## src/hw/rtl/tlsp_pkg.sv

```systemverilog
`timescale 1ns / 1ps

package tlsp_pkg;

    // Parse phase codes, in the order the message is walked.
    localparam logic [4:0] PH_CTYPE    = 5'd0;
    localparam logic [4:0] PH_VER      = 5'd1;
    localparam logic [4:0] PH_RLEN     = 5'd2;
    localparam logic [4:0] PH_HTYPE    = 5'd3;
    localparam logic [4:0] PH_FIXED    = 5'd4;
    localparam logic [4:0] PH_SIDLEN   = 5'd5;
    localparam logic [4:0] PH_SID      = 5'd6;
    localparam logic [4:0] PH_CSLEN    = 5'd7;
    localparam logic [4:0] PH_CS       = 5'd8;
    localparam logic [4:0] PH_CMLEN    = 5'd9;
    localparam logic [4:0] PH_CM       = 5'd10;
    localparam logic [4:0] PH_EXTSLEN  = 5'd11;
    localparam logic [4:0] PH_EXTHDR   = 5'd12;
    localparam logic [4:0] PH_SKIP     = 5'd13;
    localparam logic [4:0] PH_SNILIST  = 5'd14;
    localparam logic [4:0] PH_SNIENTRY = 5'd15;
    localparam logic [4:0] PH_SNINAME  = 5'd16;
    localparam logic [4:0] PH_SNISKIP  = 5'd17;
    localparam logic [4:0] PH_ALPNLEN  = 5'd18;
    localparam logic [4:0] PH_ALPNPLEN = 5'd19;
    localparam logic [4:0] PH_ALPNNAME = 5'd20;
    localparam logic [4:0] PH_DONE     = 5'd21;
    localparam logic [4:0] PH_FAIL     = 5'd22;
    localparam logic [4:0] PH_CLOSED   = 5'd23;

    // Protocol constants.
    localparam logic [7:0]  REC_HANDSHAKE   = 8'h16;
    localparam logic [7:0]  HS_CLIENT_HELLO = 8'h01;
    localparam logic [15:0] EXT_SERVER_NAME = 16'h0000;
    localparam logic [15:0] EXT_ALPN        = 16'h0010;
    localparam logic [15:0] RECORD_HDR_BYTES = 16'd5;
    localparam logic [15:0] FIXED_SKIP      = 16'd37;
    localparam logic [16:0] POS_LIMIT       = 17'h10000;

    // Status codes.
    localparam logic [1:0] ST_OK        = 2'd0;
    localparam logic [1:0] ST_NOT_HS    = 2'd1;
    localparam logic [1:0] ST_NOT_HELLO = 2'd2;
    localparam logic [1:0] ST_BAD_LEN   = 2'd3;

    // Result kinds.
    localparam logic [1:0] KIND_SNI     = 2'd0;
    localparam logic [1:0] KIND_ALPN    = 2'd1;
    localparam logic [1:0] KIND_SUMMARY = 2'd2;

    // One queue entry: an optional name byte and an optional summary.
    typedef struct packed {
        logic        has_name;
        logic        name_alpn;
        logic [7:0]  data;
        logic        start;
        logic        has_sum;
        logic [1:0]  status;
        logic [15:0] version;
        logic [7:0]  sni_len;
        logic [4:0]  alpn_cnt;
    } tlsp_entry_t;

endpackage

```

## src/hw/rtl/tlsp_front.sv

```systemverilog
`timescale 1ns / 1ps

module tlsp_front #(
    parameter int SNI_MAX_BYTES  = 255,
    parameter int ALPN_MAX_BYTES = 32
) (
    input  logic                 aclk,
    input  logic                 aresetn,
    input  logic                 in_valid,
    input  logic [7:0]           data_byte,
    input  logic [15:0]          msg_length,
    input  logic                 first,
    input  logic                 final_req,
    input  logic                 q_ready,
    output logic                 in_ready,
    output logic                 q_push,
    output tlsp_pkg::tlsp_entry_t q_entry
);
    import tlsp_pkg::*;

    localparam int AW = (ALPN_MAX_BYTES > 2) ? $clog2(ALPN_MAX_BYTES) : 1;

    logic [16:0] pos_reg, pos_next;
    logic [4:0]  phase_reg, phase_next;
    logic [15:0] frem_reg, frem_next;
    logic [15:0] acc_reg, acc_next;
    logic [16:0] exts_end_reg, exts_end_next;
    logic [16:0] ext_end_reg, ext_end_next;
    logic [15:0] ext_type_reg, ext_type_next;
    logic [7:0]  ntype_reg, ntype_next;
    logic [15:0] nrem_reg, nrem_next;
    logic [15:0] ver_reg, ver_next;
    logic [7:0]  sni_reg, sni_next;
    logic [AW-1:0] alpn_reg, alpn_next;
    logic [1:0]  fail_reg, fail_next;

    logic        accept;
    logic        emit;
    logic        emit_alpn;
    logic        emit_start;
    logic [1:0]  st;
    logic [AW+4:0] alpn_ext;

    assign in_ready = q_ready;
    assign accept   = in_valid && q_ready;

    // Byte walker: one byte per accepted item.
    always_comb begin
        logic [16:0] n;
        logic [15:0] v16;
        logic [17:0] sum16;
        logic [17:0] sum8;
        logic        fin_field;

        pos_next      = first ? '0 : pos_reg;
        phase_next    = first ? PH_CTYPE : phase_reg;
        frem_next     = first ? '0 : frem_reg;
        acc_next      = first ? '0 : acc_reg;
        exts_end_next = first ? '0 : exts_end_reg;
        ext_end_next  = first ? '0 : ext_end_reg;
        ext_type_next = first ? '0 : ext_type_reg;
        ntype_next    = first ? '0 : ntype_reg;
        nrem_next     = first ? '0 : nrem_reg;
        ver_next      = first ? '0 : ver_reg;
        sni_next      = first ? '0 : sni_reg;
        alpn_next     = first ? '0 : alpn_reg;
        fail_next     = first ? '0 : fail_reg;
        emit          = 1'b0;
        emit_alpn     = 1'b0;
        emit_start    = 1'b0;
        st            = ST_OK;

        n   = pos_next + 17'd1;
        v16 = '0;
        sum16 = '0;
        sum8  = '0;
        fin_field = 1'b0;

        if (phase_next != PH_CLOSED) begin
            if ({1'b0, pos_next} < {2'b0, msg_length} && phase_next != PH_FAIL) begin
                case (phase_next)
                    PH_CTYPE: begin
                        if (msg_length < RECORD_HDR_BYTES) begin
                            phase_next = PH_FAIL;
                            fail_next  = ST_BAD_LEN;
                        end else if (data_byte != REC_HANDSHAKE) begin
                            phase_next = PH_FAIL;
                            fail_next  = ST_NOT_HS;
                        end else begin
                            phase_next = PH_VER;
                            frem_next  = 16'd2;
                            acc_next   = '0;
                        end
                    end
                    PH_HTYPE: begin
                        if (data_byte != HS_CLIENT_HELLO) begin
                            phase_next = PH_FAIL;
                            fail_next  = ST_NOT_HELLO;
                        end else begin
                            phase_next = PH_FIXED;
                            frem_next  = FIXED_SKIP;
                            acc_next   = '0;
                        end
                    end
                    PH_VER, PH_RLEN, PH_SIDLEN, PH_CSLEN, PH_CMLEN, PH_EXTSLEN,
                    PH_EXTHDR, PH_SNILIST, PH_SNIENTRY, PH_ALPNLEN, PH_ALPNPLEN: begin
                        acc_next = {acc_next[7:0], data_byte};
                        if (frem_next != '0) frem_next = frem_next - 16'd1;
                        if (phase_next == PH_EXTHDR && frem_next == 16'd2)
                            ext_type_next = acc_next;
                        if (phase_next == PH_SNIENTRY && frem_next == 16'd2)
                            ntype_next = data_byte;
                        fin_field = (frem_next == '0);
                    end
                    PH_FIXED, PH_SID, PH_CS, PH_CM: begin
                        if (frem_next != '0) frem_next = frem_next - 16'd1;
                        if (frem_next == '0) begin
                            acc_next = '0;
                            case (phase_next)
                                PH_FIXED: begin
                                    phase_next = PH_SIDLEN;
                                    frem_next  = 16'd1;
                                end
                                PH_SID: begin
                                    phase_next = PH_CSLEN;
                                    frem_next  = 16'd2;
                                end
                                PH_CS: begin
                                    phase_next = PH_CMLEN;
                                    frem_next  = 16'd1;
                                end
                                default: begin
                                    phase_next = PH_EXTSLEN;
                                    frem_next  = 16'd2;
                                end
                            endcase
                        end
                    end
                    PH_SNINAME: begin
                        if (sni_next < 8'(SNI_MAX_BYTES)) begin
                            emit       = 1'b1;
                            emit_start = (sni_next == '0);
                            sni_next   = sni_next + 8'd1;
                        end
                        if (nrem_next != '0) nrem_next = nrem_next - 16'd1;
                        if (nrem_next == '0) phase_next = PH_SKIP;
                    end
                    PH_SNISKIP: begin
                        if (nrem_next != '0) nrem_next = nrem_next - 16'd1;
                        if (nrem_next == '0) begin
                            if ({1'b0, n} + 18'd3 > {1'b0, ext_end_next}) begin
                                phase_next = PH_SKIP;
                            end else begin
                                phase_next = PH_SNIENTRY;
                                frem_next  = 16'd3;
                                acc_next   = '0;
                            end
                        end
                    end
                    PH_ALPNNAME: begin
                        if ({1'b0, alpn_next} < (AW+1)'(ALPN_MAX_BYTES - 1)) begin
                            emit       = 1'b1;
                            emit_alpn  = 1'b1;
                            emit_start = (alpn_next == '0);
                            alpn_next  = alpn_next + AW'(1);
                        end
                        if (nrem_next != '0) nrem_next = nrem_next - 16'd1;
                        if (nrem_next == '0) phase_next = PH_SKIP;
                    end
                    default: begin
                    end
                endcase

                // A length field is complete: act on its value.
                if (fin_field) begin
                    v16   = acc_next;
                    sum16 = {1'b0, n} + {2'b0, v16};
                    sum8  = {1'b0, n} + {10'b0, v16[7:0]};
                    case (phase_next)
                        PH_VER: begin
                            ver_next   = v16;
                            phase_next = PH_RLEN;
                            frem_next  = 16'd2;
                            acc_next   = '0;
                        end
                        PH_RLEN: begin
                            if (sum16 > {2'b0, msg_length}) begin
                                phase_next = PH_FAIL;
                                fail_next  = ST_BAD_LEN;
                            end else begin
                                phase_next = PH_HTYPE;
                            end
                        end
                        PH_SIDLEN: begin
                            acc_next = '0;
                            if (v16[7:0] == '0) begin
                                phase_next = PH_CSLEN;
                                frem_next  = 16'd2;
                            end else begin
                                phase_next = PH_SID;
                                frem_next  = {8'b0, v16[7:0]};
                            end
                        end
                        PH_CSLEN: begin
                            acc_next = '0;
                            if (v16 == '0) begin
                                phase_next = PH_CMLEN;
                                frem_next  = 16'd1;
                            end else begin
                                phase_next = PH_CS;
                                frem_next  = v16;
                            end
                        end
                        PH_CMLEN: begin
                            acc_next = '0;
                            if (v16[7:0] == '0) begin
                                phase_next = PH_EXTSLEN;
                                frem_next  = 16'd2;
                            end else begin
                                phase_next = PH_CM;
                                frem_next  = {8'b0, v16[7:0]};
                            end
                        end
                        PH_EXTSLEN: begin
                            if (sum16 > {2'b0, msg_length}) begin
                                phase_next = PH_FAIL;
                                fail_next  = ST_BAD_LEN;
                            end else begin
                                exts_end_next = sum16[16:0];
                                if ({1'b0, n} + 18'd4 <= sum16) begin
                                    phase_next = PH_EXTHDR;
                                    frem_next  = 16'd4;
                                    acc_next   = '0;
                                end else begin
                                    phase_next = PH_DONE;
                                end
                            end
                        end
                        PH_EXTHDR: begin
                            if (sum16 > {1'b0, exts_end_next}) begin
                                phase_next = PH_DONE;
                            end else begin
                                ext_end_next = sum16[16:0];
                                if (ext_type_next == EXT_SERVER_NAME && v16 >= 16'd2) begin
                                    phase_next = PH_SNILIST;
                                    frem_next  = 16'd2;
                                    acc_next   = '0;
                                end else if (ext_type_next == EXT_ALPN && v16 >= 16'd2) begin
                                    phase_next = PH_ALPNLEN;
                                    frem_next  = 16'd2;
                                    acc_next   = '0;
                                end else begin
                                    phase_next = PH_SKIP;
                                end
                            end
                        end
                        PH_SNILIST: begin
                            if (sum16 > {1'b0, ext_end_next}) begin
                                phase_next = PH_SKIP;
                            end else if ({1'b0, n} + 18'd3 > {1'b0, ext_end_next}) begin
                                phase_next = PH_SKIP;
                            end else begin
                                phase_next = PH_SNIENTRY;
                                frem_next  = 16'd3;
                                acc_next   = '0;
                            end
                        end
                        PH_SNIENTRY: begin
                            if (sum16 > {1'b0, ext_end_next}) begin
                                phase_next = PH_SKIP;
                            end else if (ntype_next == '0) begin
                                sni_next   = '0;
                                nrem_next  = v16;
                                phase_next = (v16 != '0) ? PH_SNINAME : PH_SKIP;
                            end else if (v16 == '0) begin
                                if ({1'b0, n} + 18'd3 > {1'b0, ext_end_next}) begin
                                    phase_next = PH_SKIP;
                                end else begin
                                    phase_next = PH_SNIENTRY;
                                    frem_next  = 16'd3;
                                    acc_next   = '0;
                                end
                            end else begin
                                nrem_next  = v16;
                                phase_next = PH_SNISKIP;
                            end
                        end
                        PH_ALPNLEN: begin
                            if (sum16 > {1'b0, ext_end_next}) begin
                                phase_next = PH_SKIP;
                            end else begin
                                phase_next = PH_ALPNPLEN;
                                frem_next  = 16'd1;
                                acc_next   = '0;
                            end
                        end
                        PH_ALPNPLEN: begin
                            if (sum8 > {1'b0, ext_end_next}) begin
                                phase_next = PH_SKIP;
                            end else begin
                                alpn_next  = '0;
                                nrem_next  = {8'b0, v16[7:0]};
                                phase_next = (v16[7:0] != '0) ? PH_ALPNNAME : PH_SKIP;
                            end
                        end
                        default: begin
                        end
                    endcase
                end

                // Leaving the current extension at its end.
                if (phase_next >= PH_SKIP && phase_next <= PH_ALPNNAME &&
                    n >= ext_end_next) begin
                    if ({1'b0, ext_end_next} + 18'd4 <= {1'b0, exts_end_next}) begin
                        phase_next = PH_EXTHDR;
                        frem_next  = 16'd4;
                        acc_next   = '0;
                    end else begin
                        phase_next = PH_DONE;
                    end
                end
            end
            if (pos_next < POS_LIMIT) pos_next = pos_next + 17'd1;
        end

        // Close the message on the final byte and settle its status.
        if (final_req) begin
            if (phase_next != PH_CLOSED) begin
                if (phase_next == PH_FAIL)
                    st = fail_next;
                else if (n < {1'b0, msg_length})
                    st = ST_BAD_LEN;
                else if (phase_next >= PH_EXTSLEN && phase_next <= PH_DONE)
                    st = ST_OK;
                else
                    st = ST_BAD_LEN;
                fail_next = st;
                if (st != ST_OK) begin
                    ver_next  = '0;
                    sni_next  = '0;
                    alpn_next = '0;
                end
                phase_next = PH_CLOSED;
            end
        end
    end

    // Queue entry for this byte.
    assign alpn_ext = (AW+5)'(alpn_next);
    assign q_push   = accept && (emit || final_req);
    always_comb begin
        q_entry.has_name  = emit;
        q_entry.name_alpn = emit_alpn;
        q_entry.data      = data_byte;
        q_entry.start     = emit_start;
        q_entry.has_sum   = final_req;
        q_entry.status    = fail_next;
        q_entry.version   = ver_next;
        q_entry.sni_len   = sni_next;
        q_entry.alpn_cnt  = alpn_ext[4:0];
    end

    // Parser state.
    always_ff @(posedge aclk) begin
        if (!aresetn) begin
            pos_reg      <= '0;
            phase_reg    <= PH_CTYPE;
            frem_reg     <= '0;
            acc_reg      <= '0;
            exts_end_reg <= '0;
            ext_end_reg  <= '0;
            ext_type_reg <= '0;
            ntype_reg    <= '0;
            nrem_reg     <= '0;
            ver_reg      <= '0;
            sni_reg      <= '0;
            alpn_reg     <= '0;
            fail_reg     <= '0;
        end else if (accept) begin
            pos_reg      <= pos_next;
            phase_reg    <= phase_next;
            frem_reg     <= frem_next;
            acc_reg      <= acc_next;
            exts_end_reg <= exts_end_next;
            ext_end_reg  <= ext_end_next;
            ext_type_reg <= ext_type_next;
            ntype_reg    <= ntype_next;
            nrem_reg     <= nrem_next;
            ver_reg      <= ver_next;
            sni_reg      <= sni_next;
            alpn_reg     <= alpn_next;
            fail_reg     <= fail_next;
        end
    end

endmodule

```

## src/hw/rtl/tlsp_queue.sv

```systemverilog
`timescale 1ns / 1ps

module tlsp_queue (
    input  logic                 aclk,
    input  logic                 aresetn,
    input  logic                 push,
    input  tlsp_pkg::tlsp_entry_t push_entry,
    output logic                 not_full,
    input  logic                 pop,
    output logic                 head_valid,
    output tlsp_pkg::tlsp_entry_t head_entry
);
    import tlsp_pkg::*;

    localparam int DEPTH = 4;

    tlsp_entry_t slot_reg [DEPTH];
    logic [1:0]  wr_reg, wr_next;
    logic [1:0]  rd_reg, rd_next;
    logic [2:0]  cnt_reg, cnt_next;

    assign not_full   = (cnt_reg != 3'(DEPTH));
    assign head_valid = (cnt_reg != '0);
    assign head_entry = slot_reg[rd_reg];

    // Pointer and fill count update.
    always_comb begin
        wr_next  = push ? wr_reg + 2'd1 : wr_reg;
        rd_next  = pop ? rd_reg + 2'd1 : rd_reg;
        cnt_next = cnt_reg + {2'b0, push} - {2'b0, pop};
    end

    always_ff @(posedge aclk) begin
        if (!aresetn) begin
            wr_reg  <= '0;
            rd_reg  <= '0;
            cnt_reg <= '0;
        end else begin
            wr_reg  <= wr_next;
            rd_reg  <= rd_next;
            cnt_reg <= cnt_next;
        end
    end

    // Entry storage.
    always_ff @(posedge aclk) begin
        if (push) slot_reg[wr_reg] <= push_entry;
    end

endmodule

```

## src/hw/rtl/tlsp_back.sv

```systemverilog
`timescale 1ns / 1ps

module tlsp_back (
    input  logic                 aclk,
    input  logic                 aresetn,
    input  logic                 head_valid,
    input  tlsp_pkg::tlsp_entry_t head_entry,
    output logic                 pop,
    output logic                 m_valid,
    input  logic                 m_ready,
    output logic [1:0]           kind,
    output logic [7:0]           out_byte,
    output logic                 run_start,
    output logic [1:0]           status,
    output logic                 detected,
    output logic [15:0]          record_version,
    output logic [7:0]           sni_length,
    output logic [4:0]           alpn_length,
    output logic                 run_last
);
    import tlsp_pkg::*;

    logic        valid_reg, valid_next;
    logic        sub_reg, sub_next;
    logic        load;
    logic        name_turn;
    logic [1:0]  kind_reg, kind_next;
    logic [7:0]  byte_reg, byte_next;
    logic        start_reg, start_next;
    logic [1:0]  status_reg, status_next;
    logic [15:0] ver_reg, ver_next;
    logic [7:0]  sni_reg, sni_next;
    logic [4:0]  alpn_reg, alpn_next;
    logic        last_reg, last_next;

    assign load      = !valid_reg || m_ready;
    assign name_turn = head_entry.has_name && !sub_reg;

    // Split each entry into its name result and its summary result.
    always_comb begin
        valid_next  = valid_reg && !m_ready;
        sub_next    = sub_reg;
        pop         = 1'b0;
        kind_next   = kind_reg;
        byte_next   = byte_reg;
        start_next  = start_reg;
        status_next = status_reg;
        ver_next    = ver_reg;
        sni_next    = sni_reg;
        alpn_next   = alpn_reg;
        last_next   = last_reg;
        if (load && head_valid) begin
            valid_next = 1'b1;
            if (name_turn) begin
                kind_next   = head_entry.name_alpn ? KIND_ALPN : KIND_SNI;
                byte_next   = head_entry.data;
                start_next  = head_entry.start;
                status_next = ST_OK;
                ver_next    = '0;
                sni_next    = '0;
                alpn_next   = '0;
                last_next   = !head_entry.has_sum;
                if (head_entry.has_sum) sub_next = 1'b1;
                else pop = 1'b1;
            end else begin
                kind_next   = KIND_SUMMARY;
                byte_next   = '0;
                start_next  = 1'b0;
                status_next = head_entry.status;
                ver_next    = head_entry.version;
                sni_next    = head_entry.sni_len;
                alpn_next   = head_entry.alpn_cnt;
                last_next   = 1'b1;
                sub_next    = 1'b0;
                pop         = 1'b1;
            end
        end
    end

    always_ff @(posedge aclk) begin
        if (!aresetn) begin
            valid_reg <= 1'b0;
            sub_reg   <= 1'b0;
        end else begin
            valid_reg <= valid_next;
            sub_reg   <= sub_next;
        end
    end

    // Output register.
    always_ff @(posedge aclk) begin
        kind_reg   <= kind_next;
        byte_reg   <= byte_next;
        start_reg  <= start_next;
        status_reg <= status_next;
        ver_reg    <= ver_next;
        sni_reg    <= sni_next;
        alpn_reg   <= alpn_next;
        last_reg   <= last_next;
    end

    assign m_valid        = valid_reg;
    assign kind           = kind_reg;
    assign out_byte       = byte_reg;
    assign run_start      = start_reg;
    assign status         = status_reg;
    assign detected       = (kind_reg == KIND_SUMMARY) && (status_reg == ST_OK);
    assign record_version = ver_reg;
    assign sni_length     = sni_reg;
    assign alpn_length    = alpn_reg;
    assign run_last       = last_reg;

endmodule

```

## src/hw/rtl/tls_client_hello_sni_alpn_parser.sv

```systemverilog
`timescale 1ns / 1ps

// Channel   Direction  Payload
// s_*       in         data_byte, msg_length, first, final_req
// m_*       out        kind, out_byte, run_start, status, detected,
//                      record_version, sni_length, alpn_length, run_last
//
// The parser takes one byte per clock while the queue has room; its state updates in that cycle.
// A byte that yields a name result and a summary gives two results, name first,
// drained by the single output register one result per clock while m_ready is high.
// A four-entry queue between parser and output lets either side stall alone.
// Reset is synchronous and active low; no clearing pass is needed.
module tls_client_hello_sni_alpn_parser #(
    parameter int SNI_MAX_BYTES  = 255,
    parameter int ALPN_MAX_BYTES = 32
) (
    input  logic        aclk,
    input  logic        aresetn,
    input  logic        s_valid,
    output logic        s_ready,
    input  logic [7:0]  s_data_byte,
    input  logic [15:0] s_msg_length,
    input  logic        s_first,
    input  logic        s_final_req,
    output logic        m_valid,
    input  logic        m_ready,
    output logic [1:0]  m_kind,
    output logic [7:0]  m_out_byte,
    output logic        m_run_start,
    output logic [1:0]  m_status,
    output logic        m_detected,
    output logic [15:0] m_record_version,
    output logic [7:0]  m_sni_length,
    output logic [4:0]  m_alpn_length,
    output logic        m_run_last
);
    import tlsp_pkg::*;

    logic        q_push;
    logic        q_not_full;
    logic        q_pop;
    logic        q_head_valid;
    tlsp_entry_t q_in_entry;
    tlsp_entry_t q_head_entry;

    // Byte parser.
    tlsp_front #(
        .SNI_MAX_BYTES (SNI_MAX_BYTES),
        .ALPN_MAX_BYTES(ALPN_MAX_BYTES)
    ) u_front (
        .aclk      (aclk),
        .aresetn   (aresetn),
        .in_valid  (s_valid),
        .data_byte (s_data_byte),
        .msg_length(s_msg_length),
        .first     (s_first),
        .final_req (s_final_req),
        .q_ready   (q_not_full),
        .in_ready  (s_ready),
        .q_push    (q_push),
        .q_entry   (q_in_entry)
    );

    // Result queue.
    tlsp_queue u_queue (
        .aclk      (aclk),
        .aresetn   (aresetn),
        .push      (q_push),
        .push_entry(q_in_entry),
        .not_full  (q_not_full),
        .pop       (q_pop),
        .head_valid(q_head_valid),
        .head_entry(q_head_entry)
    );

    // Result emitter.
    tlsp_back u_back (
        .aclk          (aclk),
        .aresetn       (aresetn),
        .head_valid    (q_head_valid),
        .head_entry    (q_head_entry),
        .pop           (q_pop),
        .m_valid       (m_valid),
        .m_ready       (m_ready),
        .kind          (m_kind),
        .out_byte      (m_out_byte),
        .run_start     (m_run_start),
        .status        (m_status),
        .detected      (m_detected),
        .record_version(m_record_version),
        .sni_length    (m_sni_length),
        .alpn_length   (m_alpn_length),
        .run_last      (m_run_last)
    );

endmodule
```

## config.mk

```make
export PLATFORM = sky130hd
export DESIGN_NAME = tls_client_hello_sni_alpn_parser
export DESIGN_NICKNAME = d
export VERILOG_FILES = /design/src/hw/rtl/tlsp_pkg.sv /design/src/hw/rtl/tlsp_front.sv /design/src/hw/rtl/tlsp_queue.sv /design/src/hw/rtl/tlsp_back.sv /design/src/hw/rtl/tls_client_hello_sni_alpn_parser.sv
export SDC_FILE = /design/constraint.sdc
export NUM_CORES = 1
export LEC_CHECK = 0
export BUFFER_PORTS_ARGS = -buffer_cell sky130_fd_sc_hd__buf_2
export CAP_MARGIN = 20
export CORE_AREA = 2 2 300 302
export DETAILED_ROUTE_END_ITERATION = 7
export DIE_AREA = 0 0 302 304
export PLACE_DENSITY = 0.48
export REMOVE_ABC_BUFFERS = 1
export SYNTH_ARGS = -nofsm -noshare
export SYNTH_HDL_FRONTEND = slang
export SYNTH_SLANG_ARGS = --single-unit
```

## constraint.sdc

```tcl
create_clock -name aclk -period 21.2 [get_ports aclk]
set_clock_uncertainty 0.2 [all_clocks]
set_input_delay 3.18 -clock aclk [delete_from_list [all_inputs] [get_ports aclk]]
set_output_delay 3.18 -clock aclk [all_outputs]
set_load 0.1 [all_outputs]
```

Word level (Yosys, flattened, before mapping)
Memories as Yosys holds them, arrays and structs flattened. A register that Yosys moved wholly into a read port is not among the register bits.
Cells that the tools add are included.
- register bits: 211
- bits in writable memories: 172
- input bits: 30
- output and inout port bits: 46
- word-level logic and storage cells: 377
- memories kept: 1
- add/subtract/negate cells: 14
- $lt $le $gt $ge: 19
- equal/unequal tests: 41
- mux-type cells: 230
- reductions and logical operators: 46
- memories (name ; depth ; bits a word ; rd ports ; clocked after Yosys merged registers in ; write ports ; line ; text):
    u_queue.slot_reg ; 4 ; 43 ; 1 ; 1 ; 1 ; tlsp_queue.sv:17 ; tlsp_entry_t slot_reg [DEPTH];
- operators by type and width (operator ; number):
    $mux 16 ; 89
    $mux 17 ; 19
    $mux 5 ; 43
    $mux 8 ; 20
    $pmux 16 s5 ; 2
    $pmux 16 s8 ; 1
    $logic_not 16->1 ; 7
    $pmux 16 s6 ; 1
    $gt 18x17->1 ; 4
    $eq 5x4->1 const B ; 12
    $pmux 5 s11 ; 1
    $pmux 16 s3 ; 1
    $reduce_bool 16->1 ; 3
    $mux 2 ; 21
    $eq 5x5->1 const B ; 8
    $add 17x3->18 const B ; 2
    $lt 17x16->1 ; 2
    $pmux 16 s2 ; 1
    $sub 16x1->16 const B ; 2
    $eq 5x3->1 const B ; 6
    $pmux 5 s6 ; 1
    $mux 1 ; 26
    $logic_not 8->1 ; 3
    $add 17x16->18 ; 1
    44 further kinds ; 74

Longest topological paths before layout
Gate-level depths: netlist of the first run.
- word-level depth: 38
- depth in mapped cells: 80
- depth with buffers taken out: 65

Cells and area by module
From an unflattened synthesis of the first run, not the netlist that was laid out.
- cells, all modules: 2875
- area, all modules: 26299.0 µm²
- modules (own cells, without submodules) (module ; instances ; cells an instance ; area each (µm²) ; sequential area each (µm²)):
    tlsp_front ; 1 ; 2504 ; 17828.3 ; 3183.1
    tlsp_queue ; 1 ; 268 ; 6702.7 ; 5345.1
    tlsp_back ; 1 ; 103 ; 1767.9 ; 1331.3

Worst setup path after synthesis of the first run
Ideal clock, no wire load.
- path kind: input -> register
- start: in s_first
- end: mem u_queue.slot_reg[0][28] in the netlist's numbering, data pin
- setup time: 261 ps
- arrival: 17628 ps
- data required time: 20739 ps
- slack: 3111 ps
- cell stages on the path: 74
- path buffers: 18
- cells stage by stage: buf_2 -> buf_4 -> buf_2 -> buf_2 -> buf_1 -> clkbuf_1 -> clkbuf_1 -> buf_1 -> clkbuf_1 -> buf_1 -> nor2b_1 -> ha_1 -> clkbuf_1 -> nand4_1 -> nor3_1 -> mux2_2 -> clkbuf_1 -> nand2_1 -> [... 38 more ...] -> a21oi_1 -> o21ai_0 -> o21a_1 -> o21ai_0 -> a21oi_1 -> o21a_1 -> o21ai_0 -> o31ai_2 -> or2b_1 -> nor3_1 -> a211oi_2 -> a21oi_1 -> a211oi_2 -> and3_4 -> buf_6 -> buf_2 -> buf_4 -> nor2_1
- RTL lines (item ; line ; text):
    start: declaration ; tls_client_hello_sni_alpn_parser.sv:23 ; input logic s_first,
    end: declaration ; tlsp_queue.sv:17 ;

==> flow_summary.json, run 1 <==
{
  "clk_pin_slew_ns": 0.06,
  "syn-cell-area_sq_um": 26400,
  "synthCells": 2864,
  "synth_area_leader_cell": "edfxtp_1",
  "vias": 23100,
  "cts_tree": "done",
  "p_seq_share_pct": 29.4,
  "die_x_um": 302,
  "p_total_mw": 3.19,
  "max_stage_delay_ns": 0.72,
  "reg2reg_from": "u_front.pos_reg[0]$_SDFFE_PN0P_",
  "place.gp.congestion": 0.940,
  "initial_core_util_pct": 29.7,
  "swShare_pct": 44.7,
  "fmaxAchievable_mhz": 53.2,
  "synth_top_family_by_area": "simple AND/OR/NAND/NOR gates",
  "drive_gt1_share_pct": 12.1,
  "synth_compound_area_share_pct": 20.0,
  "path_common_cell": "a21oi_1",
  "grt_pass1_vias": 22500,
  "cts_setup_buffers": 0,
  "synth.distinct_cells": 121,
  "p_per_area_nw_per_um2": 107,
  "hp-class": "flip-flop to flip-flop",
  "drc_errors": 0,
  "relSlewSlack_pct": 28.2,
  "hpwlAfterDp_um": 68300,
  "ys.flop_type": "edfxtp_1",
  "synthTopCellsByArea": "edfxtp_1, dfxtp_1, ha_1",
  "coreArea_sq_um": 89000,
  "reg2reg_depth": 61,
  "grt_max_degree": 59,
  "cts_resized": 0,
  "leakagePower_nw": 11.1,
  "vdd_drop_max_v": 0.000129,
  "postSynth.asyncResetShare_pct": 0,
  "critPathKind": "primary input to flip-flop",
  "clock_latency_ns": 0.60,
  "drt_iter0_markers": 2107,
  "finalCriticalPeriod_ns": 18.81,
  "utilization_pct": 33.4,
  "die-height_um": 304,
  "outcome": "complete, no violations",
  "wl_per_cell_um": 22.6,
  "wirelength_um": 93200,
  "cp_max_fo": 47,
  "grt_use_total_pct": 20.0,
  "nets": 3126,
  "synthSimpleGateAreaFrac_pct": 20.5,
  "fillCellCount": 9249,
  "cts-buffers-inserted": 47,
  "p_int_mw": 1.76,
  "final_hold_viol_count": 0,
  "ys_ff_latch": 385,
  "seq_area_frac_synth_pct": 37.3,
  "overflow": 0,
  "grt_pass1_wl_um": 142000,
  "final_max_slew_viol_count": 0,
  "worstMarginPinSlew_ns": 1.07,
  "timing.max_cap.violations": 0,
  "worst_setup_path_end_kind": "flip-flop",
  "final_common_cell": "nor2_1",
  "tns_ns": 0,
  "netlist.area_leader.share_pct": 24.5,
  "num_rows": 110,
  "cts_root_buf": "clkbuf_16",
  "clk_path_buf_depth": 3,
  "fin_crit_sh_pct": 88.7,
  "crit_start": "s_first",
  "arrival_ns": 18.90,
  "pwr-share-comb_pct": 45.5,
  "ant_nets": 0,
  "cp_slowest_cell": "a2111oi_0",
  "ff2ff_setup_slack_ns": 5.00,
  "final_cell_mix": "nor2_1, edfxtp_1, nand2_1",
  "antenna_found_initial": 1,
  "syn_area_per_cell_sq_um": 9.22,
  "synth-xor-area-share_pct": 2.99,
  "largest_reg_flops": 172,
  "clock-sinks": 385,
  "multi_input_area_sq_um": 15500,
  "p_switching_mw": 1.43,
  "io_buffer_count": 75,
  "cts_htree_levels": 2,
  "synth_fa_ha_area_share_pct": 9.06,
  "rsz0062_at_grt": "no",
  "endpoint": "u_queue.slot_reg[0][8]$_DFFE_PP_",
  "ios": 76,
  "die-area_sq_um": 91800,
  "ys_warn_count": 0,
  "power.share.clock_pct": 25.1,
  "startpoint_type": "primary input",
  "r2r_end": "u_queue.slot_reg[0][8]$_DFFE_PP_",
  "synth_edf_count": 215,
  "setup_violations": 0,
  "required_ns": 21.28,
  "synthMuxAreaShare_pct": 5.95,
  "routed_via_density": 5.60,
  "num_antenna_cells": 0,
  "area_delta_synth_final_pct": 12.6,
  "regArea_sq_um": 9860,
  "drtPass1Iterations": 6,
  "hold_buffers": 0
}
[cell families after synthesis]
kind of cell               Yosys count
and+or+nand+nor                   1079
AOI/OAI and AO/OA                  754
DFF                                385
buffers and inverters              266
adders and majority gates          190
muxes                              100
xor gates and xnor gates            90
[synthesized netlist by cell type (55+ instances only)]
| library cell | number |
|---|---|
| nor2b_1 | 78 |
| o21ai_0 | 103 |
| xnor2_1 | 63 |
| a22oi_1 | 107 |
| dfxtp_1 | 170 |
| clkbuf_1 | 108 |
| nor3_1 | 57 |
| nand2_1 | 207 |
| nand4_1 | 55 |
| a21oi_1 | 184 |
| inv_1 | 113 |
| nor2_1 | 362 |
| ha_1 | 188 |
| edfxtp_1 | 215 |
| nand3_1 | 60 |
[metrics by stage]
step | cells | hold WS, ns | instance area [sq um] | worst slack, ns
2_1_floorplan | 2714 | 0.232 | 25800 | 3.71
3_3_place_gp | 4029 | 0.239 | 28200 | 2.21
3_5_place_dp | 4031 | 0.246 | 28200 | 2.08
4_1_cts | 4118 | 0.258 | 29700 | 2.66
5_1_grt | 4120 | 0.308 | 29700 | 0.851
6_report | 4120 | 0.259 | 29700 | 2.39
[how the worst min path moves through the flow]
stage | to | start | cells past startpoint | slack, ns
global placement | u_front.fail_reg[1]$_SDFFE_PN0P_ | u_front.fail_reg[1]$_SDFFE_PN0P_ | 2 | 0.24
floorplan | u_front.fail_reg[1]$_SDFFE_PN0P_ | u_front.fail_reg[1]$_SDFFE_PN0P_ | 2 | 0.23
detailed placement | u_front.fail_reg[1]$_SDFFE_PN0P_ | u_front.fail_reg[1]$_SDFFE_PN0P_ | 2 | 0.25
finish | u_front.fail_reg[1]$_SDFFE_PN0P_ | u_front.fail_reg[1]$_SDFFE_PN0P_ | 2 | 0.26
CTS | u_front.fail_reg[1]$_SDFFE_PN0P_ | u_front.fail_reg[1]$_SDFFE_PN0P_ | 2 | 0.26
global route | u_front.sni_reg[6]$_SDFFE_PN0P_ | u_front.sni_reg[6]$_SDFFE_PN0P_ | 2 | 0.31
[critical path, delay by kind of cell]
| kind | cells | cell delay [ns] |
|---|---|---|
| multiplexers | 1 | 0.33 |
| AND/OR/NAND/NOR | 22 | 5.28 |
| AO/OA/AOI/OAI | 25 | 5.80 |
| adder cells (fa/ha/maj) | 6 | 2.21 |
| XOR/XNOR | 4 | 0.96 |
| buffers and inverters | 4 | 1.02 |
[layout make-up]
cell class / instances / share of cell area [%]
Multi-Input combinational cell: 2213 / 52.2
Sequential cell: 385 / 33.2
Tap cell: 1176 / 4.95
Clock buffer: 63 / 4.39
Timing Repair Buffer: 143 / 3.00
Inverter: 116 / 1.47
Clock inverter: 24 / 0.775
[power by group through the flow]
stage	Sequential, mW	Combinational [mW]	Clock, mW
floorplan	1.28	0.705	0
global placement	0.956	1.44	0
detailed placement	0.955	1.44	0
CTS	0.940	1.44	0.828
global route	0.950	1.55	0.855
finish	0.939	1.45	0.801
[metal layers]
metal	share of wire, %	track usage (%)
met5	0	0
met4	4.1	8.09
met3	5.9	2.89
met1	45	27.3
met2	45	31.6
No activity file was read; power rests on OpenSTA's default activity.
==> run 2: changes to the inputs <==
==> constraint.sdc (replaced) <==
create_clock -name aclk -period 19.1 [get_ports aclk]
set_clock_uncertainty 0.2 [all_clocks]
set_input_delay 2.865 -clock aclk [delete_from_list [all_inputs] [get_ports aclk]]
set_output_delay 2.865 -clock aclk [all_outputs]
set_load 0.1 [all_outputs]
==> run 2 against run 1 <==
Die area unchanged. Register-to-register slack worse by 1.6 ns. Critical path type unchanged. Final cell count up 0.17%. Highest routed layer unchanged.
==> flow_summary.json, run 2 (same netlist as run 1, synthesis figures left out) <==
{
  "outcome": "complete, no violations",
  "critPathKind": "primary input to flip-flop",
  "cts_tree": "done",
  "hpwlAfterDp_um": 68700,
  "cp_slowest_cell": "o31ai_1",
  "initial_core_util_pct": 29.7,
  "worstMarginPinSlew_ns": 1.22,
  "cts_htree_levels": 2,
  "routed_via_density": 5.59,
  "largest_reg_flops": 172,
  "die_x_um": 302,
  "cts_setup_buffers": 0,
  "hold_buffers": 0,
  "vias": 23100,
  "hp-class": "flip-flop to flip-flop",
  "power.share.clock_pct": 27.0,
  "p_switching_mw": 1.61,
  "grt_pass1_wl_um": 141000,
  "area_delta_synth_final_pct": 13.6,
  "timing.hold.ws_ns": 0.252,
  "tns_ns": 0,
  "clk_pin_slew_ns": 0.07,
  "grt_use_total_pct": 19.9,
  "num_antenna_cells": 0,
  "drt_iter0_markers": 2039,
  "ant_nets": 0,
  "p_per_area_nw_per_um2": 122,
  "wirelength_um": 93700,
  "max_stage_delay_ns": 0.57,
  "nets": 3133,
  "final_common_cell": "nor2_1",
  "drtPass1Iterations": 8,
  "relSlewSlack_pct": 18.7,
  "grt_pass1_vias": 22000,
  "antenna_found_initial": 2,
  "setup_violations": 0,
  "fin_crit_sh_pct": 93.3,
  "die-height_um": 304,
  "cts-buffers-inserted": 46,
  "clk_path_buf_depth": 3,
  "drive_gt1_share_pct": 12.6,
  "timing.max_cap.violations": 0,
  "place.gp.congestion": 0.950,
  "fmaxAchievable_mhz": 56.1,
  "cp_max_fo": 30,
  "clock_latency_ns": 0.62,
  "dp_slack_ns": 0.808,
  "p_seq_share_pct": 28.6,
  "overflow": 0,
  "arrival_ns": 17.96,
  "die-area_sq_um": 91800,
  "num_rows": 110,
  "pwr-share-comb_pct": 44.4,
  "rsz0062_at_grt": "no",
  "ios": 76,
  "io_buffer_count": 75,
  "fillCellCount": 9193,
  "leakagePower_nw": 11.3,
  "startpoint_type": "primary input",
  "setup_ws_ns": 1.28,
  "coreArea_sq_um": 89000,
  "critPathBufInv": 4,
  "grt_max_degree": 91,
  "p_int_mw": 2.05,
  "finalCriticalPeriod_ns": 17.82,
  "swShare_pct": 44.0,
  "final_hold_viol_count": 0,
  "final_cell_mix": "nor2_1, edfxtp_1, nand2_1",
  "drc_errors": 0,
  "crit_family": "simple AND/OR/NAND/NOR gates",
  "worst_setup_path_end_kind": "flip-flop",
  "clock-sinks": 385,
  "final_max_slew_viol_count": 0,
  "required_ns": 19.23,
  "wl_per_cell_um": 22.7,
  "vdd_drop_max_v": 0.000174,
  "cts_root_buf": "clkbuf_16",
  "utilization_pct": 33.7
}
[run 2: changes by cell type in the layout (fill, tap and decap cells not counted), moves of 2 or more]
cell / previous run / this run
buf_4: 65 / 76
bufinv_16: 3 / 7
clkinv_1: 5 / 1
clkbuf_1: 9 / 6
clkbuf_8: 7 / 10
clkinvlp_4: 4 / 1
buf_2: 76 / 74
buf_6: 2 / 0
clkbuf_16: 47 / 49
[run 2: power groups by stage]
stage / sequential [mW] / combinational (mW) / clock [mW]
2_1_floorplan: 1.42 / 0.783 / 0
3_3_place_gp: 1.06 / 1.62 / 0
3_5_place_dp: 1.06 / 1.61 / 0
4_1_cts: 1.04 / 1.62 / 1.01
5_1_grt: 1.06 / 1.73 / 1.04
6_report: 1.04 / 1.62 / 0.985
[run 2: area by class of cell]
class	instances	area (sq um)	share of cell area, %
sequential	385	9860	32.9
inverter	116	438	1.46
tap	1176	1470	4.90
clock inverter	21	338	1.13
clock buffer	65	1390	4.62
multi-input combinational	2213	15500	51.8
timing repair buffer	151	961	3.20
[run 2: path summary, 6_finish.rpt]
path	cells past startpoint	end	from	slack, ns
max	63	u_queue.slot_reg[1][3]$_DFFE_PP_	s_first	1.28
min reg2reg	2	u_front.fail_reg[1]$_SDFFE_PN0P_	u_front.fail_reg[1]$_SDFFE_PN0P_	0.25
min	2	u_front.fail_reg[1]$_SDFFE_PN0P_	u_front.fail_reg[1]$_SDFFE_PN0P_	0.25
max reg2reg	62	u_queue.slot_reg[1][3]$_DFFE_PP_	u_front.pos_reg[1]$_SDFFE_PN0P_	3.36
[run 2: worst register-to-register path: cells and delay by family (launching register included)]
kind                       cells  cell delay, ns
xor gates and xnor gates       2            0.33
AOI/OAI and AO/OA             26            5.47
muxes                          2            0.78
adders and majority gates      6            2.01
DFF                            1            0.40
and+or+nand+nor               23            5.71
buffers and inverters          3            0.55
[run 2: routing by layer]
layer,up-vias,routed length (um),GRT usage (%)
li1,10900,-,-
met1,11300,42800,27.9
met2,807,41600,31.3
met3,150,5610,2.62
met4,0,3610,7.21
met5,-,0,0
[run 2: through the flow]
stage	cell area, sq um	power [mW]	cells
floorplan	25800	2.20	2714
global placement	28300	2.68	4039
detailed placement	28300	2.67	4040
CTS	30000	3.67	4126
global route	30000	3.82	4127
finish	30000	3.65	4127
[run 2: timing repair]
item / 4_1_cts / 5_1_grt
gates resized for setup: 0 / 2
hold endpoints to repair: 0 / 0
endpoints found under the setup margin: 0 / 77
==> run 3: changes to the inputs <==
--- a/config.mk
+++ b/config.mk
@@ -10,6 +10,7 @@
 export CORE_AREA = 2 2 300 302
 export DETAILED_ROUTE_END_ITERATION = 7
 export DIE_AREA = 0 0 302 304
+export GPL_TIMING_DRIVEN = 0
 export PLACE_DENSITY = 0.48
 export REMOVE_ABC_BUFFERS = 1
 export SYNTH_ARGS = -nofsm -noshare
==> run 3 against run 2 <==
Worst hold slack improved by 0.012 ns. Cell area increased by 0.63%. Worst setup slack got worse by 0.48 ns. Sequential power about the same. Maximum frequency decreased by 2.6%. Global-route usage decreased by 1.0 points. Largest cell class unchanged. Via count decreased by 1.9%. Combinational power about the same. Final cell count decreased by 0.85%. Critical endpoint is now u_queue.slot_reg[1][2]$_DFFE_PP_.
==> flow_summary.json, run 3 (same netlist as run 1, synthesis figures left out) <==
{
  "outcome": "complete, no violations",
  "reg2reg_depth": 61,
  "finalCriticalPeriod_ns": 18.30,
  "critPathBufInv": 6,
  "cp_max_fo": 80,
  "coreArea_sq_um": 89000,
  "cts-buffers-inserted": 47,
  "relSlewSlack_pct": 13.2,
  "max_stage_delay_ns": 0.61,
  "final_cell_mix": "nor2_1, edfxtp_1, nand2_1",
  "hold_depth": 2,
  "drt_iter0_markers": 1989,
  "final_max_slew_viol_count": 0,
  "clock-sinks": 385,
  "cts_tree": "done",
  "clock_latency_ns": 0.62,
  "tns_ns": 0,
  "grt_use_total_pct": 18.9,
  "wl_per_cell_um": 21.7,
  "p_switching_mw": 1.60,
  "critPathKind": "primary input to flip-flop",
  "overflow": 0,
  "area_delta_synth_final_pct": 14.3,
  "num_rows": 110,
  "wirelength_um": 88800,
  "antenna_found_initial": 1,
  "required_ns": 19.20,
  "fin_crit_sh_pct": 95.8,
  "leakagePower_nw": 11.2,
  "largest_reg_flops": 172,
  "worst_setup_path_end_kind": "flip-flop",
  "die_x_um": 302,
  "timing.max_cap.violations": 0,
  "ant_nets": 0,
  "num_antenna_cells": 0,
  "ios": 76,
  "place_inst": 3992,
  "p_per_area_nw_per_um2": 121,
  "grt_pass1_wl_um": 136000,
  "grt_pass1_vias": 22100,
  "grt_max_degree": 102,
  "cts_root_buf": "clkbuf_16",
  "power.share.clock_pct": 26.6,
  "ff2ff_setup_slack_ns": 3.15,
  "whs_endpoint": "u_front.fail_reg[1]$_SDFFE_PN0P_",
  "swShare_pct": 43.8,
  "place.gp.congestion": 0.928,
  "vdd_drop_max_v": 0.000185,
  "min-delay-start": "u_front.fail_reg[1]$_SDFFE_PN0P_",
  "p_int_mw": 2.05,
  "io_buffer_count": 75,
  "p_seq_share_pct": 28.8,
  "clk_pin_slew_ns": 0.06,
  "nets": 3097,
  "finish.cell_count_without_fillers": 4092,
  "cp_slowest_cell": "nor4_1",
  "timing.hold.ws_ns": 0.264,
  "setup_violations": 0,
  "crit_family": "compound AO/OA/AOI/OAI gates",
  "die-height_um": 304,
  "final_common_cell": "nor2_1",
  "worstMarginPinSlew_ns": 1.30,
  "fmaxAchievable_mhz": 54.6,
  "arrival_ns": 18.40,
  "startpoint_type": "primary input",
  "vias": 22600,
  "routed_via_density": 5.53,
  "r2r_end": "u_queue.slot_reg[1][2]$_DFFE_PP_",
  "drtPass1Iterations": 6,
  "die-area_sq_um": 91800,
  "cts_htree_levels": 2,
  "initial_core_util_pct": 29.7,
  "hpwlAfterDp_um": 64100,
  "final_hold_viol_count": 0,
  "reg2reg_from": "u_front.pos_reg[2]$_SDFFE_PN0P_",
  "drc_errors": 0,
  "hp-class": "flip-flop to flip-flop",
  "rsz0062_at_grt": "no",
  "drive_gt1_share_pct": 12.8,
  "pwr-share-comb_pct": 44.7,
  "clk_path_buf_depth": 3
}
==> run 3: changes by cell type in the layout (fill, tap and decap cells not counted), sizes merged <==
cell    before  now
buf        151  112
bufinv       7    8
and3        24   25
inv        116  115
clkbuf      65   66
clkinv      13   15
==> run 3: power groups by stage <==
stage | clock network [mW] | registers [mW] | logic (mW)
after floorplan | 0 | 1.42 | 0.783
after global placement | 0 | 1.10 | 1.53
after detailed placement | 0 | 1.07 | 1.59
after CTS | 0.998 | 1.05 | 1.60
after global routing | 1.03 | 1.06 | 1.74
final | 0.969 | 1.05 | 1.63
==> run 3: area by class of cell <==
cell class | count | area [sq um]
Clock buffer | 65 | 1310
Clock inverter | 23 | 367
Fill cell | 9156 | 58900
Inverter | 116 | 470
Multi-Input combinational cell | 2214 | 15800
Sequential cell | 385 | 9860
Tap cell | 1176 | 1470
Timing Repair Buffer | 113 | 910
==> run 3: repair_timing <==
item                                    4_1_cts  5_1_grt
gates cloned                                  0        1
setup buffers                                 2        5
pin swaps                                     2        3
gates resized for setup                      27       25
hold buffers                                  0        0
endpoints found under the hold margin         0        0
endpoints found under the setup margin      207      172
==> run 3: how the worst max path moves through the flow <==
| stage | from | slack [ns] | depth (start not counted) | endpoint |
|---|---|---|---|---|
| floorplan | s_first | 1.92 | 58 | u_front.pos_reg[10]$_SDFFE_PN0P_ |
| global placement | s_first | -9.69 | 61 | u_front.pos_reg[1]$_SDFFE_PN0P_ |
| detailed placement | s_first | -2.62 | 65 | u_front.pos_reg[3]$_SDFFE_PN0P_ |
| CTS | s_first | 0.03 | 60 | u_queue.slot_reg[0][6]$_DFFE_PP_ |
| global route | s_first | 0.04 | 66 | u_queue.slot_reg[2][2]$_DFFE_PP_ |
| finish | s_first | 0.80 | 63 | u_queue.slot_reg[1][2]$_DFFE_PP_ |
==> run 3: tightest hold or removal path, cell delays in order (launching register included) <==
cell and delay (ns):
dfxtp_1 0.31, nand2_1 0.05, a21oi_1 0.05
==> run 3: stage by stage <==
stage	cell area, sq um	utilization [%]	worst slack [ns]	power, mW
2_1_floorplan	25800	-	1.92	2.20
3_3_place_gp	27600	31.0	-9.69	2.63
3_5_place_dp	28200	31.6	-2.62	2.65
4_1_cts	30000	33.7	0.0339	3.65
5_1_grt	30200	33.9	0.0376	3.83
6_report	30200	33.9	0.800	3.65
==> run 3: per-layer routing <==
metal | wire [um] | up-vias | share of wire (%) | GRT usage (%)
met2 | 41000 | 666 | 46 | 30.8
met1 | 40400 | 11000 | 45 | 25.7
met3 | 4300 | 154 | 4.8 | 2.36
li1 | - | 10800 | - | -
met5 | 0 | - | 0 | 0
met4 | 3150 | 0 | 3.6 | 6.80
